--- config.mk ---
export PLATFORM = sky130hd
export DESIGN_NAME = bounded_ordered_list_engine
export DESIGN_NICKNAME = d
export VERILOG_FILES = /design/src/sv/bole_pkg.sv /design/src/sv/bole_cell.sv /design/src/sv/bounded_ordered_list_engine.sv
export SDC_FILE = /design/constraint.sdc
export NUM_CORES = 2
export LEC_CHECK = 0
export BUFFER_PORTS_ARGS = -buffer_cell sky130_fd_sc_hd__buf_2
export CAP_MARGIN = 20
export CORE_MARGIN = 2
export CORE_UTILIZATION = 60
export DETAILED_ROUTE_END_ITERATION = 6
export PLACE_DENSITY = 0.86
export SLEW_MARGIN = 15
export SYNTH_ARGS = -nofsm -noshare
export SYNTH_HDL_FRONTEND = slang
export SYNTH_SLANG_ARGS = --single-unit
--- constraint.sdc ---
create_clock -name clock -period 7.3 [get_ports clock]
set_input_delay 1.46 -clock clock [delete_from_list [all_inputs] [get_ports clock]]
set_output_delay 1.46 -clock clock [all_outputs]
set_load 0.01 [all_outputs]
--- src/sv/bole_pkg.sv ---
package bole_pkg;

   // Request codes carried in the low bits of the request data.
   localparam logic [2:0] REQ_INS_FRONT = 3'd0;
   localparam logic [2:0] REQ_INS_BACK  = 3'd1;
   localparam logic [2:0] REQ_INS_AFTER = 3'd2;
   localparam logic [2:0] REQ_REM_BACK  = 3'd3;
   localparam logic [2:0] REQ_REM_FRONT = 3'd4;
   localparam logic [2:0] REQ_REM_VALUE = 3'd5;

   // Status codes returned with every response.
   localparam logic [2:0] STAT_OK       = 3'd0;
   localparam logic [2:0] STAT_EMPTY    = 3'd1;
   localparam logic [2:0] STAT_BEYOND   = 3'd2;
   localparam logic [2:0] STAT_NOTFOUND = 3'd3;
   localparam logic [2:0] STAT_FULL     = 3'd4;

   // Sequencer states.
   typedef enum logic [2:0] {
      FSM_IDLE  = 3'b001,
      FSM_MATCH = 3'b010,
      FSM_APPLY = 3'b100
   } state_type;

   // Per-cell control issued by the sequencer.
   typedef struct packed {
      logic load;              // take the new value
      logic from_left;         // take the left neighbor's value (insert shift)
      logic from_right;        // take the right neighbor's value (remove shift)
      logic from_right_found;  // take the right value at or after the first match
      logic capture;           // register the compare result
   } cell_ctrl_type;

endpackage

--- src/sv/bole_cell.sv ---
module bole_cell #(
   parameter int DATA_WIDTH = 32
) (
   input  logic                    clock,
   input  bole_pkg::cell_ctrl_type ctrl,
   input  logic                    valid,
   input  logic [DATA_WIDTH-1:0]   key,
   input  logic [DATA_WIDTH-1:0]   new_value,
   input  logic [DATA_WIDTH-1:0]   left_value,
   input  logic [DATA_WIDTH-1:0]   right_value,
   input  logic                    found_in,
   output logic [DATA_WIDTH-1:0]   value,
   output logic                    found_out
);

   logic [DATA_WIDTH-1:0] value_ff;
   logic [DATA_WIDTH-1:0] value_in;
   logic                  match_ff;
   logic                  match_in;

   // A match here or in any cell to the left marks this cell for a left shift.
   assign found_out = found_in | match_ff;
   assign value     = value_ff;

   // Select the next stored value from the neighbors or the new item.
   always_comb begin
      if (ctrl.load) begin
         value_in = new_value;
      end else if (ctrl.from_left) begin
         value_in = left_value;
      end else if (ctrl.from_right || (ctrl.from_right_found && found_out)) begin
         value_in = right_value;
      end else begin
         value_in = value_ff;
      end
   end

   // Compare only occupied entries against the search key.
   assign match_in = ctrl.capture ? (valid && (value_ff == key)) : match_ff;

   always_ff @(posedge clock) begin
      value_ff <= value_in;
      match_ff <= match_in;
   end

endmodule

--- src/sv/bounded_ordered_list_engine.sv ---
// Channel  Direction  tdata fields (lowest bit first)
// req      in         req_type[2:0], data_value[34:3], position[39:35]
// rsp      out        status[2:0], list_length[7:3]
//
// Each request passes through the steps accept, compare in every cell, then shift
// the cell chain and load the response register. The per-cell compare and the
// found chain through the cells set this split into steps.
// Reset clears the entry count, the sequencer and the response valid.
// The next request is taken once the sequencer is back in idle; a stalled
// response holds the apply step until the previous response is taken.
module bounded_ordered_list_engine #(
   parameter int CAPACITY   = 16,
   parameter int DATA_WIDTH = 32
) (
   input  logic        clock,
   input  logic        reset,
   input  logic        req_tvalid,
   output logic        req_tready,
   input  logic [39:0] req_tdata,   // req_type[2:0], data_value[34:3], position[39:35]
   output logic        rsp_tvalid,
   input  logic        rsp_tready,
   output logic [7:0]  rsp_tdata    // status[2:0], list_length[7:3]
);

   localparam int CW = $clog2(CAPACITY + 1);
   localparam int PW = (CW > 5) ? CW : 5;

   bole_pkg::state_type state_ff, state_in;

   logic [2:0]            type_ff;
   logic [DATA_WIDTH-1:0] key_ff;
   logic [4:0]            pos_ff;
   logic [CW-1:0]         count_ff, count_in;
   logic                  rsp_valid_ff, rsp_valid_in;
   logic [2:0]            rsp_status_ff, status_in;
   logic [4:0]            rsp_length_ff;

   logic req_fire;
   logic apply_go;
   logic do_insert;
   logic do_remove_idx;
   logic do_remove_found;
   logic [CW-1:0] idx;
   logic [PW-1:0] pos_eff;
   logic [PW-1:0] count_ext;
   logic [PW-1:0] count_in_ext;

   bole_pkg::cell_ctrl_type ctrl [CAPACITY];
   logic [DATA_WIDTH-1:0]   cell_value [CAPACITY];
   logic [CAPACITY:0]       found;

   assign req_tready = (state_ff == bole_pkg::FSM_IDLE);
   assign req_fire   = req_tvalid && req_tready;
   assign apply_go   = (state_ff == bole_pkg::FSM_APPLY) && (!rsp_valid_ff || rsp_tready);

   // Sequencer: idle, compare, apply.
   always_comb begin
      case (state_ff)
         bole_pkg::FSM_IDLE:  state_in = req_fire ? bole_pkg::FSM_MATCH : bole_pkg::FSM_IDLE;
         bole_pkg::FSM_MATCH: state_in = bole_pkg::FSM_APPLY;
         bole_pkg::FSM_APPLY: state_in = apply_go ? bole_pkg::FSM_IDLE : bole_pkg::FSM_APPLY;
         default:             state_in = bole_pkg::FSM_IDLE;
      endcase
   end

   // Request register; the value is sign-extended or cut to the entry width.
   always_ff @(posedge clock) begin
      if (req_fire) begin
         type_ff <= req_tdata[2:0];
         key_ff  <= DATA_WIDTH'($signed(req_tdata[34:3]));
         pos_ff  <= req_tdata[39:35];
      end
   end

   assign count_ext = PW'(count_ff);
   assign pos_eff   = (pos_ff == 5'd0) ? PW'(1) : PW'(pos_ff);

   // Decode the operation, its status and the new length.
   always_comb begin
      do_insert       = 1'b0;
      do_remove_idx   = 1'b0;
      do_remove_found = 1'b0;
      idx             = '0;
      status_in       = bole_pkg::STAT_OK;
      count_in        = count_ff;
      if (type_ff inside {bole_pkg::REQ_INS_FRONT, bole_pkg::REQ_INS_BACK,
                          bole_pkg::REQ_INS_AFTER}) begin
         if (count_ff == CW'(CAPACITY)) begin
            status_in = bole_pkg::STAT_FULL;
         end else if (type_ff == bole_pkg::REQ_INS_FRONT) begin
            do_insert = 1'b1;
         end else if (type_ff == bole_pkg::REQ_INS_BACK) begin
            do_insert = 1'b1;
            idx       = count_ff;
         end else if (count_ff == '0 || pos_eff > count_ext) begin
            status_in = bole_pkg::STAT_BEYOND;
         end else begin
            do_insert = 1'b1;
            idx       = pos_eff[CW-1:0];
         end
         if (do_insert) begin
            count_in = count_ff + CW'(1);
         end
      end else if (type_ff inside {bole_pkg::REQ_REM_BACK, bole_pkg::REQ_REM_FRONT,
                                   bole_pkg::REQ_REM_VALUE}) begin
         if (count_ff == '0) begin
            status_in = bole_pkg::STAT_EMPTY;
         end else if (type_ff == bole_pkg::REQ_REM_BACK) begin
            count_in = count_ff - CW'(1);
         end else if (type_ff == bole_pkg::REQ_REM_FRONT) begin
            do_remove_idx = 1'b1;
            count_in      = count_ff - CW'(1);
         end else if (found[CAPACITY]) begin
            do_remove_found = 1'b1;
            count_in        = count_ff - CW'(1);
         end else begin
            status_in = bole_pkg::STAT_NOTFOUND;
         end
      end
   end

   assign count_in_ext = PW'(count_in);

   // Chain of cells; each neighbor pair exchanges values for shifts.
   assign found[0] = 1'b0;

   for (genvar k = 0; k < CAPACITY; k++) begin : g_cell
      assign ctrl[k].load             = apply_go && do_insert && (idx == CW'(k));
      assign ctrl[k].from_left        = apply_go && do_insert && (CW'(k) > idx);
      assign ctrl[k].from_right       = apply_go && do_remove_idx && (CW'(k) >= idx);
      assign ctrl[k].from_right_found = apply_go && do_remove_found;
      assign ctrl[k].capture          = (state_ff == bole_pkg::FSM_MATCH);

      bole_cell #(
         .DATA_WIDTH (DATA_WIDTH)
      ) u_cell (
         .clock       (clock),
         .ctrl        (ctrl[k]),
         .valid       (CW'(k) < count_ff),
         .key         (key_ff),
         .new_value   (key_ff),
         .left_value  (cell_value[(k == 0) ? 0 : k - 1]),
         .right_value (cell_value[(k == CAPACITY - 1) ? k : k + 1]),
         .found_in    (found[k]),
         .value       (cell_value[k]),
         .found_out   (found[k + 1])
      );
   end

   // Control registers.
   assign rsp_valid_in = apply_go ? 1'b1 : (rsp_valid_ff && !rsp_tready);

   always_ff @(posedge clock) begin
      if (reset) begin
         state_ff     <= bole_pkg::FSM_IDLE;
         count_ff     <= '0;
         rsp_valid_ff <= 1'b0;
      end else begin
         state_ff     <= state_in;
         rsp_valid_ff <= rsp_valid_in;
         if (apply_go) begin
            count_ff <= count_in;
         end
      end
   end

   // Response register.
   always_ff @(posedge clock) begin
      if (apply_go) begin
         rsp_status_ff <= status_in;
         rsp_length_ff <= count_in_ext[4:0];
      end
   end

   assign rsp_tvalid = rsp_valid_ff;
   assign rsp_tdata  = {rsp_length_ff, rsp_status_ff};

   // The entry count never passes the capacity.
   a_count_bound: assert property (@(posedge clock) disable iff (reset)
      count_ff <= CW'(CAPACITY))
      else $error("entry count above capacity");

   // An accepted request moves straight into the compare step.
   a_accept_to_match: assert property (@(posedge clock) disable iff (reset)
      req_fire |=> (state_ff == bole_pkg::FSM_MATCH))
      else $error("accepted request did not enter compare");

   // A pending full status means the list is still at capacity.
   a_full_consistent: assert property (@(posedge clock) disable iff (reset)
      (rsp_valid_ff && rsp_status_ff == bole_pkg::STAT_FULL) |-> (count_ff == CW'(CAPACITY)))
      else $error("full status with room left");

   // The length moves by at most one per request.
   a_count_step: assert property (@(posedge clock) disable iff (reset)
      apply_go |=> (count_ff == $past(count_ff) || count_ff == $past(count_ff) + CW'(1)
                    || count_ff == $past(count_ff) - CW'(1)))
      else $error("length changed by more than one");

   // The count only changes while a response is produced.
   a_count_hold: assert property (@(posedge clock) disable iff (reset)
      (state_ff != bole_pkg::FSM_APPLY) |=> $stable(count_ff))
      else $error("count changed outside the apply step");

endmodule

Yosys cells after proc, flatten, opt, wreduce, memory -nomap -nowiden
Index checks and enable logic that the tools add are counted.

Input port bits: 44. Register bits: 585. Logic and storage cells: 363.

Multiplexer cells: 91. Bitwise logic cells: 15. Equality and inequality tests: 41. Order comparisons: 48. Add/subtract/negate cells: 2. Reductions and logical operators: 126.

Operator list (count): $mux W32 (47); $eq A32 B32 Y1 (16); $logic_and A1 B1 Y1 (84); $mux W5 (13); $reduce_bool A3 Y1 (16); $eq A5 B4 Y1 const B (8); $gt A4 B5 Y1 const A (8); $lt A4 B5 Y1 const A (8); $ge A4 B5 Y1 const A (7); $eq A5 B3 Y1 const B (4); $ge A3 B5 Y1 const A (4); $gt A3 B5 Y1 const A (4); $lt A3 B5 Y1 const A (4); $mux W1 (18); $mux W2 (9); $logic_or A1 B1 Y1 (17); $logic_not A5 Y1 (3); $or A1 B1 Y1 (15); $eq A5 B2 Y1 const B (2); $ge A1 B5 Y1 const A (2); $ge A2 B5 Y1 const A (2); $gt A1 B5 Y1 const A (2); $gt A2 B5 Y1 const A (2); $lt A1 B5 Y1 const A (2); 16 further kinds (26).

Longest topological paths before layout
Depth after elaboration: 27. Gate-level depth with buffers: 16.

Modules after synthesis
A second synthesis with hierarchy kept.

Cells, all modules: 3305. Area, all modules: 35579.1 µm².

Modules (own cells, without submodules): bole_cell (cells each 186, instances 16, area each 2019.4 µm²); bounded_ordered_list_engine (cells each 329, instances 1, area each 3268.1 µm²).

Worst setup path before layout
OpenSTA, ideal clock, no wires.

Kind: input port to flip-flop. Start: in rsp_tready. End: reg g_cell[10].u_cell.value_ff[0] (enable). Arrival time: 5110 ps. Setup slack: 1724 ps. Stages on the path: 8. Required time: 6834 ps. Path through: nand2b_1 -> nand3b_1 -> inv_1 -> nand3_1 -> nor2_1 -> o21ai_0 -> a21o_1 -> o21ai_0.

Cells in the longest elaborated chain, start to end: 6. Elaborated cells between the ends (all ways): 11.

Ends and longest elaborated chain: start, declared (line bounded_ordered_list_engine.sv:21) `input logic rsp_tready,`; $logic_or A1 B1 Y1 (*) (line bounded_ordered_list_engine.sv:54) `assign apply_go = (state_ff == bole_pkg::FSM_APPLY) && (!rsp_valid_ff || rsp_tready);`; $logic_and A1 B1 Y1 (*) (line bounded_ordered_list_engine.sv:54); net apply_go (line bounded_ordered_list_engine.sv:39) `logic apply_go;`; $logic_and A1 B1 Y1; $logic_and A1 B1 Y1, on equally long branches (line bounded_ordered_list_engine.sv:130, bole_cell.sv:31); $logic_or A1 B1 Y1 (line bole_cell.sv:31) `end else if (ctrl.from_right || (ctrl.from_right_found && found_out)) begin`; $reduce_bool A3 Y1 (no source line) (*); end signal, assigned (line bole_cell.sv:42) `value_ff <= value_in;`; end, declared (line bole_cell.sv:16) `logic [DATA_WIDTH-1:0] value_ff;`.

The timed path passes the listed nets; every way through them passes the cells marked *. A chain may end at the register's enable or synchronous reset.

Worst setup path in the final report
Start: reg count_ff[1], in the netlist count_ext[1]. End: reg g_cell[10].u_cell.value_ff[9] (enable).

Cells in the longest elaborated chain, start to end: 11. Elaborated cells between the ends (all ways): 33.

Ends and longest elaborated chain: start, declared (line bounded_ordered_list_engine.sv:33) `logic [CW-1:0] count_ff, count_in;`; start signal, assigned (line bounded_ordered_list_engine.sv:162) `count_ff <= count_in;`; $gt A5 B5 Y1 or $logic_not A5 Y1 (tied branches) (line bounded_ordered_list_engine.sv:95, bounded_ordered_list_engine.sv:106); $logic_or A1 B1 Y1 (line bounded_ordered_list_engine.sv:95) `end else if (count_ff == '0 || pos_eff > count_ext) begin`; $mux W5 or $mux W1 (tied branches) (line bounded_ordered_list_engine.sv:95); $mux W5 or $mux W1 (tied branches) (line bounded_ordered_list_engine.sv:92) `end else if (type_ff == bole_pkg::REQ_INS_BACK) begin`; $mux W5 or $mux W1 (tied branches) (line bounded_ordered_list_engine.sv:90) `end else if (type_ff == bole_pkg::REQ_INS_FRONT) begin`; $mux W5 or $mux W1 (tied branches) (line bounded_ordered_list_engine.sv:88) `if (count_ff == CW'(CAPACITY)) begin`; $mux W5 or $mux W1 (tied branches) (line bounded_ordered_list_engine.sv:86) `if (type_ff inside {bole_pkg::REQ_INS_FRONT, bole_pkg::REQ_INS_BACK,`; $ge A4 B5 Y1 or $mux W1 (tied branches) (line bounded_ordered_list_engine.sv:130, bounded_ordered_list_engine.sv:86); $logic_and A1 B1 Y1, on equally long branches (line bounded_ordered_list_engine.sv:130, bounded_ordered_list_engine.sv:128, bounded_ordered_list_engine.sv:129); $logic_or A1 B1 Y1, or another cell as far along (line bole_cell.sv:31); $reduce_bool A3 Y1 (no source line) (*).

Mark *: on every way between the ends. The rest lies on a longest branch, timed or not. The select of a mux whose other input is x is not followed.

==> results.txt <==
----------------------------------------------------
[Critical path]
  Slack of the worst reg-to-reg path ... between 1500 and 2000 ps
  Element type at the critical path end ... flop
  Required @ worst endpoint ... around 7600 ps
  Kind of critical path ... reg2reg
  Worst Reg2Reg Path Length in Cells ... 10
  Maximum fanout encountered on the critical timing path ... 34
  Critical path startpoint category ... flop
  Arrival time worst endpoint ... between 5000 and 6000 ps

[Die]
  Vertical extent of the die ... 248 um
  Boundary Pins ... 54
  Die Width ... about 250 um
  Die ar. ... 61600 um2
  Area inside the core boundary ... 59000 um2
  Number of placement rows ... 89
  Starting density of the core ... 60.6%

[Routing]
  Met3 routed WL ... between 20000 and 25000 um
  Routed metal-1 wirelength ... about 42000 um
  Detailed-route wire length ... 125000 um
  Top layer used by detailed routing ... met5
  Wire length on met2 ... around 52000 um
  Final routed wire length divided by cell count ... about 32 um
  Post-detailed-route count of antenna-violating nets ... 0
  Total iterations of the first detailed-routing run ... 7
  Total DRC errors in the routed layout ... 12
  Via Count ... between 20000 and 30000
  DR iter-0 viols ... between 5000 and 6000
  Vias per Instance ... between 7 and 8

[STA]
  Slew Limit Fails ... 0
  Final count of negative-setup-slack endpoints ... 0
  Clock Skews ... about 32 ps
  Count of final hold-check violations ... 0
  Actual transition at the worst max-transition pin ... approximately 1200 ps
  FMAX ... approximately 190 MHz
  Final-layout worst hold slack ... around 520 ps
  Total negative slack ... 0 ps
  Slew headroom ... 20.4%
  Tmin final ... ~5300 ps
  Unrepaired setup endpoints after global routing ... no
  Final worst slack ... a little under 2000 ps
  Period utilisation layout ... 72.8%

[Cells and area]
  Non-filler cells in the finished layout ... slightly below 4000
  Post-synthesis to final-layout area growth ... 8.33%
  Layout Nets ... approximately 3100
  Ratio of cells with drive above 1 in the final layout ... between 10% and 20%

[Power and ir drop]
  Part of the total power dissipated in combinational logic ... 6.4%
  Internal power of the cells ... between 5 and 6 mW
  Leakage ... roughly 12 nW
  Total power per unit cell area ... approximately 190 nW/um2
  Switching share of total power ... 23.7%
  Portion of total power attributed to the clock network ... between 40% and 50%
  Maximum resistive drop on vdd ... around 0.00023 V
  Overall power consumption ... roughly 7.5 mW
  Switching power summed over all nets ... between 1.5 and 2 mW
  Proportion of power drawn by flip-flops and latches ... around 49%

[Clocking]
  TritonCTS clock tree ... built
  Worst-Skew Late Latency ... around 640 ps
  Number of setup buffers added after CTS ... 0
  Clock tree sinks ... a little under 600
  Hold buffers post-CTS ... 0
  Number of clock buffers inserted by TritonCTS ... between 60 and 70
  Maximum buffer depth of the clock tree ... 3
  Total of cells resized after clock tree synthesis ... 0
  CTS H-tree depth ... 3
  Clk root buf ... sky130_fd_sc_hd__clkbuf_16
  Reg clk slew, reported paths ... around 60 ps

[Job]
  Count of max-cap constraint violations ... 0

[Min path]
  Hold-critical path depth ... 1
  Classification of the worst-slack hold path ... reg2reg

[Run status]
  Result of the run ... complete, but fails checks
  Violated checks ... DRC

[Yosys]
  Synthesized netlist net count ... approximately 3200
  Async set-reset flop share out of synthesis ... 0%
  Ys flop type ... sky130_fd_sc_hd__edfxtp_1
  Average cell area after synthesis ... 11.5 um2
  Number of distinct standard cells referenced by the synthesized netlist ... between 70 and 80
  Gate count after technology mapping ... around 3100
  FF+latch count, synth ... just under 600
  Seq/Total Area, Yosys ... 48.9%
  Summed instance area of the synthesized netlist ... 35800 um2
  Count of warnings emitted by yosys ... 0
  Post-synth EDFFs ... 576

[Global route]
  Global-route wire length before repair ... between 150000 and 200000 um
  Number of antenna violations at the first check in global routing ... 3
  Maximum number of pins on one net before global-route repair ... 160
  Global route total overflow ... 0
  Number of global-route vias before repair ... 27000
  Total routing usage reported by global routing ... about two fifths

[Place]
  DPL Wire Length ... between 80000 and 90000 um
  Port Buf Inserts ... between 50 and 60
  Pre-CTS worst setup slack ... roughly 2300 ps
  Routability congestion estimate ... 1.04
  Cells after DPL ... approximately 3700

----------------------------------------------------
-- per-stage QoR --
| step | area, um2 | utilization, % |
|---|---|---|
| after detailed placement | 36500 | 61.9 |
| after CTS | 38700 | 65.5 |
| after floorplan | 35800 | - |
| after global routing | 38700 | 65.6 |
| after global placement | 36500 | 61.8 |
| final | 38700 | 65.6 |
-- worst paths after layout --
path / from / endpoint
hold / removal: state_ff[0] / state_ff[2]
setup / recovery: count_ext[1] / g_cell[10].u_cell.value[9]
hold reg to reg: state_ff[0] / state_ff[2]
setup reg to reg: count_ext[1] / g_cell[10].u_cell.value[9]
-- final cells by class --
type                       count  area (um2)
antenna                        2        5.00
fill                        4252       20300
clock buffer                  83        1780
timing repair buffer         146        1060
clock inverter                35         364
inverter                      37         139
tap                          773         967
multi-input combinational   2187       16900
sequential                   585       17500
-- power groups by stage --
| stage | registers (mW) | clock network (mW) | logic (mW) |
|---|---|---|---|
| floorplan | 3.74 | 0 | 0.301 |
| global placement | 3.75 | 0 | 0.441 |
| detailed placement | 3.75 | 0 | 0.451 |
| CTS | 3.68 | 3.36 | 0.456 |
| global route | 3.68 | 3.48 | 0.487 |
| finish | 3.68 | 3.37 | 0.480 |
-- placed cells by master, fill, tap and decap left out, types with 53 or more instances in the layout --
| cell | netlist | layout |
|---|---|---|
| sky130_fd_sc_hd__nor4_1 | 78 | 77 |
| sky130_fd_sc_hd__a221o_1 | 88 | 88 |
| sky130_fd_sc_hd__mux2i_1 | 98 | 98 |
| sky130_fd_sc_hd__o21ai_0 | 106 | 99 |
| sky130_fd_sc_hd__clkbuf_16 | 0 | 69 |
| sky130_fd_sc_hd__a31oi_1 | 89 | 89 |
| sky130_fd_sc_hd__nand4_1 | 83 | 83 |
| sky130_fd_sc_hd__buf_4 | 9 | 85 |
| sky130_fd_sc_hd__nand2_1 | 157 | 156 |
| sky130_fd_sc_hd__mux2_2 | 278 | 278 |
| sky130_fd_sc_hd__buf_2 | 67 | 53 |
| sky130_fd_sc_hd__a21oi_1 | 90 | 86 |
| sky130_fd_sc_hd__xor2_1 | 223 | 223 |
| sky130_fd_sc_hd__edfxtp_1 | 576 | 576 |
| sky130_fd_sc_hd__xnor2_1 | 288 | 288 |
| sky130_fd_sc_hd__nor2_1 | 163 | 163 |
-- synth_stat cells (18+ instances only) --
cell type	n	area, um2
sky130_fd_sc_hd__a221o_1	88	881
sky130_fd_sc_hd__nor2b_1	44	275
sky130_fd_sc_hd__a21oi_1	90	450
sky130_fd_sc_hd__nor3_1	22	110
sky130_fd_sc_hd__a31oi_1	89	557
sky130_fd_sc_hd__and3_1	33	206
sky130_fd_sc_hd__or2_2	18	113
sky130_fd_sc_hd__xor2_1	223	1950
sky130_fd_sc_hd__edfxtp_1	576	17300
sky130_fd_sc_hd__buf_2	67	335
sky130_fd_sc_hd__xnor2_1	288	2520
sky130_fd_sc_hd__nand3_1	30	150
sky130_fd_sc_hd__mux2_2	278	3130
sky130_fd_sc_hd__mux2_1	34	383
sky130_fd_sc_hd__nor2_1	163	612
sky130_fd_sc_hd__a311o_1	31	310
sky130_fd_sc_hd__and4_1	34	298
sky130_fd_sc_hd__o21ai_0	106	531
sky130_fd_sc_hd__mux2i_1	98	981
sky130_fd_sc_hd__nand2_1	157	589
sky130_fd_sc_hd__nand4_1	83	519
sky130_fd_sc_hd__buf_1	22	82.6
sky130_fd_sc_hd__and2_1	30	188
sky130_fd_sc_hd__clkbuf_1	204	766
sky130_fd_sc_hd__nor4_1	78	488
sky130_fd_sc_hd__inv_1	35	131
-- worst max-delay path, stage by stage, from the launching register on --
cell	delay [ps]
sky130_fd_sc_hd__dfxtp_1	610
sky130_fd_sc_hd__inv_1	210
sky130_fd_sc_hd__ha_1	340
sky130_fd_sc_hd__nor2b_1	140
sky130_fd_sc_hd__o311ai_1	380
sky130_fd_sc_hd__a21oi_1	220
sky130_fd_sc_hd__o31ai_1	960
sky130_fd_sc_hd__nand3_1	1030
sky130_fd_sc_hd__nor3_1	720
sky130_fd_sc_hd__o21ai_2	80
sky130_fd_sc_hd__buf_4	300
-- per-layer routing --
| layer | global-route usage [%] | up-vias |
|---|---|---|
| met2 | 56.8 | 2902 |
| met5 | 0 | - |
| met4 | 26.7 | 4 |
| met1 | 52.4 | 13300 |
| li1 | - | 11500 |
| met3 | 13.1 | 583 |
-- registers in the layout (all words and copies together) (netlist names) --
register                count
pos_ff                      5
rsp_tvalid                  1
type_ff                     3
rsp_status_ff               3
g_cell.u_cell.value       512
rsp_length_ff               5
state_ff                    3
key_ff                     32
count_ext                   5
g_cell.u_cell.match_ff     16
-- cell families (layout without fill, tap and decap cells) --
logic type,Yosys count,in the layout,share of synthesized area [%]
AND/OR/NAND/NOR,732,732,10.9
AO/OA/AOI/OAI,526,526,10.6
other,0,2,0
buffers and inverters,350,301,4.26
XOR/XNOR,511,511,12.5
multiplexers,410,410,12.6
flip-flops,585,585,48.9
adder cells (fa/ha/maj),8,8,0.280
Power figures use the tool's default switching activity.
